**config.mk**
```make
export PLATFORM = sky130hd
export DESIGN_NAME = spq_cell
export DESIGN_NICKNAME = d
export VERILOG_FILES = /design/src/sorted_priority_queue_macros.svh /design/src/spq_pkg.sv /design/src/spq_cell.sv
export SDC_FILE = /design/constraint.sdc
export NUM_CORES = 1
export LEC_CHECK = 0
export BUFFER_PORTS_ARGS = -buffer_cell sky130_fd_sc_hd__buf_4
export CORE_ASPECT_RATIO = 1.2
export CORE_UTILIZATION = 50
export DETAILED_ROUTE_END_ITERATION = 10
export PLACE_DENSITY = 0.78
export SYNTH_ARGS = -nofsm -noshare
export SYNTH_HDL_FRONTEND = slang
export SYNTH_SLANG_ARGS = --single-unit
```
**constraint.sdc**
```tcl
create_clock -name clk -period 8.82 [get_ports clk]
set_input_delay 0.441 -clock clk [delete_from_list [all_inputs] [get_ports clk]]
set_output_delay 0.441 -clock clk [all_outputs]
set_load 0.01 [all_outputs]
```
**src/sorted_priority_queue_macros.svh**
```systemverilog
// ----------------------------------------------------------------------------
// sorted_priority_queue_macros.svh
// Assertion macros used by the sorted priority queue module.
// ----------------------------------------------------------------------------
`ifndef SORTED_PRIORITY_QUEUE_MACROS_SVH
`define SORTED_PRIORITY_QUEUE_MACROS_SVH

// Checked outside reset only.
`define SPQ_ASSERT(lbl, prop, msg) \
	lbl: assert property (@(posedge clk) disable iff (!arst_n) prop) else $error(msg);

// Checked at every edge, reset included.
`define SPQ_ASSERT_ALWAYS(lbl, prop, msg) \
	lbl: assert property (@(posedge clk) prop) else $error(msg);

`endif

```
**src/spq_pkg.sv**
```systemverilog
// ----------------------------------------------------------------------------
// spq_pkg
// Shared types and codes of the sorted priority queue.
// ----------------------------------------------------------------------------
package spq_pkg;

	localparam int ACTION_BITS = 2;
	localparam int STATUS_BITS = 2;
	localparam int INS_CNT_BITS = 32;

	typedef enum logic [ACTION_BITS-1:0] {
		ACT_INSERT = 2'd0,
		ACT_POP    = 2'd1,
		ACT_REMOVE = 2'd2
	} spq_action_t;

	typedef enum logic [STATUS_BITS-1:0] {
		ST_OK       = 2'd0,
		ST_EMPTY    = 2'd1,
		ST_FULL     = 2'd2,
		ST_NOTFOUND = 2'd3
	} spq_status_t;

	// per-cycle command broadcast to every cell
	typedef struct packed {
		logic do_insert;
		logic do_pop;
		logic do_remove;
	} spq_cell_ctl_t;

endpackage

```
**src/spq_cell.sv**
```systemverilog
// ----------------------------------------------------------------------------
// spq_cell
// One slot of the sorted row: holds a key and id, compares against the
// request and takes data from the request or its left or right neighbor.
// ----------------------------------------------------------------------------
module spq_cell
	import spq_pkg::*;
#(
	parameter int TIME_BITS = 48,
	parameter int ID_BITS   = 16
) (
	input  logic                 clk,
	input  spq_cell_ctl_t        ctl,
	input  logic                 valid,
	input  logic [TIME_BITS-1:0] new_time,
	input  logic [ID_BITS-1:0]   new_id,
	input  logic                 prev_le,
	input  logic [TIME_BITS-1:0] prev_time,
	input  logic [ID_BITS-1:0]   prev_id,
	input  logic [TIME_BITS-1:0] next_time,
	input  logic [ID_BITS-1:0]   next_id,
	input  logic                 found_in,
	output logic                 le,
	output logic                 found_out,
	output logic                 hit,
	output logic [TIME_BITS-1:0] key,
	output logic [ID_BITS-1:0]   id
);
	logic [TIME_BITS-1:0] key_q;
	logic [ID_BITS-1:0]   id_q;
	logic                 match;

	assign le        = valid && (key_q <= new_time);
	assign match     = valid && (id_q == new_id);
	assign found_out = found_in | match;
	assign hit       = match & ~found_in;
	assign key       = key_q;
	assign id        = id_q;

	always_ff @(posedge clk) begin
		if (ctl.do_insert && !le) begin
			if (prev_le) begin
				key_q <= new_time;
				id_q  <= new_id;
			end else begin
				key_q <= prev_time;
				id_q  <= prev_id;
			end
		end else if (ctl.do_pop || (ctl.do_remove && found_out)) begin
			key_q <= next_time;
			id_q  <= next_id;
		end
	end
endmodule

```
==> run_results.csv <==
group,metric,value,unit
job,drv_cap,0,
clocking,numCtsBuffers,9,
finish,area_growth,35.1,%
outcome,status,"finished clean",
floorplanning,start_util,0.514,
yosys,postSynthNetCount,1020,
clocking,ctsResizeCount,0,
placed_design,portBuffers,265,
critical_path,cp.arrival,4270,ps
placed_design,gp_congestion,0.841,
yosys,synth_top_family_by_area,"compound AO/OA/AOI/OAI gates",
clocking,postCtsSetupBuffers,0,
grt,grt_pass1_wl,31900,µm
critical_path,crit_type,"register to primary output",
critical_path,path_max_fanout,65,
power_and_ir_drop,power.leakage,4.24,nW
yosys,synth-compound-area-share,0.273,
timing,clock_skew,8.46,ps
floorplanning,die-area,13600,µm²
clocking,clk_pin_slew_worst_paths,60,ps
timing,rsz0062_at_grt,"no",
power_and_ir_drop,p_total,1.35,mW
route,ant_nets,0,
clocking,cts_sinks,64,
power_and_ir_drop,peakVddDrop,0.118,mV
yosys,synth_top_area_frac,0.294,
yosys,avgSynthCellArea,8.47,µm²
grt,grt_overflow,0,
floorplanning,design.portCount,266,
floorplanning,die_h,127,µm
route,first_pass_iters,5,
timing,slew_viol_final,0,
critical_path,critPathCaptureType,"primary output",
finish,num-fill-cells,1091,
yosys,synth_commonest_cells,"nand2_1, inv_1, a21oi_1, o21ai_0",
floorplanning,fp.dieW,106,µm
yosys,yosysWarnings,0,
yosys,synth_edf_count,64,
placed_design,dp_hpwl,14300,µm
clocking,h-tree-depth,3,
route,drtIter0Drc,385,
yosys,synthTopCellsByArea,"edfxtp_1, a311oi_2, mux2i_1, ha_1, nand2_1",
clocking,clockBufferDepth,2,
yosys,synthArstFlopShare,0,
timing,fin_setup_tns,0,ps
yosys,ys_seq_elements,64,
timing,whs,502,ps
timing,finalHoldViolCount,0,
finish,nets,1249,
timing,fmax,212,MHz
yosys,yosys.area.top_type,"edfxtp_1",
power_and_ir_drop,power.density,153,nW/µm²
finish,antenna_cells,0,
yosys,ys_seq_area_frac,0.294,
yosys,muxShareOfSynthArea,0.0979,
route,via_per_inst,5.69,
yosys,synth_cells,773,
timing,setup_viol,0,
timing,tightest_slew,1130,ps
critical_path,critical_path.startpoint_type,"register",
grt,antenna_found_initial,0,
yosys,syn-cell-area,6550,µm²
grt,first_global_vias,6496,
route,route.vias.total,6659,
timing,fin_crit,4710,ps
critical_path,worstPathRequired,8380,ps
clocking,clockRootBuffer,"clkbuf_16",
clocking,worstSkewPairLatency,330,ps
clocking,cts_tree,"done",
worst_hold_path,hold_path.class,"input pin to register",
yosys,ys_types,40,
grt,grt_max_degree,66,
yosys,synthSimpleGateAreaFrac,0.114,
timing,fin_crit_sh,0.535,
timing,slew_headroom,0.248,
floorplanning,core_area,12700,µm²
yosys,ys.flop_type,"edfxtp_1",
route,post-route-drc-count,0,
yosys,post-synth-top-count-cell,"nand2_1",
route,wl_per_cell,17.3,µm
finish,drive_above_1_share,0.341,
floorplanning,num_rows,45,
yosys,synth_fa_ha_area_frac,0.0917,
grt,grtUsageTotal,0.299,
clocking,cts_hold_buffers,0,
yosys,synth_xor_area_frac,0.0214,
route,wl,20200,µm
==> kinds of logic after synthesis <==
logic type,Yosys count
compound gates,235
xor+xnor,16
fa+ha+maj,48
buf+inv,169
flops,64
mux,64
simple gates,177
==> layer usage <==
layer	track usage	vias to the layer above	wire [µm]
met3	0.0597	46	1710
met2	0.523	349	10100
met4	0.130	0	652
met5	0	-	0
met1	0.355	3039	7830
li1	-	3225	-
==> critical path, stage by stage, from the launching register on <==
cell      delay [ps]
edfxtp_1         410
ha_1             300
nor2b_1          130
o211ai_1         150
a21oi_1           90
a211o_1          330
a31oi_4          630
buf_4            530
and2_4           940
o21a_1           270
buf_4            130
==> power by group <==
part           total [mW]  internal, mW  switching, mW
registers           0.444         0.408         0.0359
logic               0.554         0.256          0.298
clock network       0.354         0.216          0.137
total                1.35         0.880          0.471
==> area by class of cell <==
type,count,area [µm²],share of cell area
Clock buffer,11,233,0.0263
Clock inverter,5,47.5,0.00538
Inverter,115,432,0.0488
Multi-Input combinational cell,540,3960,0.448
Sequential cell,64,1920,0.217
Tap cell,164,205,0.0232
Timing Repair Buffer,272,2040,0.231
==> layout by cell type, fill, tap and decap left out, types with 2 or more instances in the layout <==
cell type / count
a21o_1: 4
a21oi_1: 84
a311oi_1: 14
a311oi_2: 50
a31oi_4: 2
and3_1: 2
buf_4: 272
clkbuf_1: 2
clkbuf_16: 9
clkinv_1: 2
clkinv_2: 2
edfxtp_1: 64
ha_1: 48
inv_1: 115
mux2i_1: 64
nand2_1: 139
nand3_1: 6
nand4_1: 13
nor2_1: 4
nor2b_1: 2
nor3_1: 2
nor4_1: 2
o211ai_1: 2
o21ai_0: 68
xnor2_1: 16
==> sequential cells by signal, summed over array words and instances, names as in the netlist <==
signal / flops
key: 48
id: 16
==> worst paths after layout <==
| kind | from | end | slack (ps) | cells past startpoint |
|---|---|---|---|---|
| worst max-delay path | key[1]$_DFFE_PP_ | le | 4110 | 10 |
| worst min-delay path | next_time[39] | key[39]$_DFFE_PP_ | 500 | 3 |
| worst max register to register | key[1]$_DFFE_PP_ | key[42]$_DFFE_PP_ | 4730 | 9 |
| worst min register to register | key[15]$_DFFE_PP_ | key[46]$_DFFE_PP_ | 1220 | 5 |
==> through the flow <==
step	utilization	std cells	worst slack (ps)	cell area, µm²
floorplan	-	773	5170	6550
global placement	0.673	1155	4310	8560
detailed placement	0.673	1155	4340	8560
CTS	0.695	1171	4110	8840
global route	0.695	1171	3960	8840
finish	0.695	1171	4110	8840
Power figures use the tool's default switching activity.
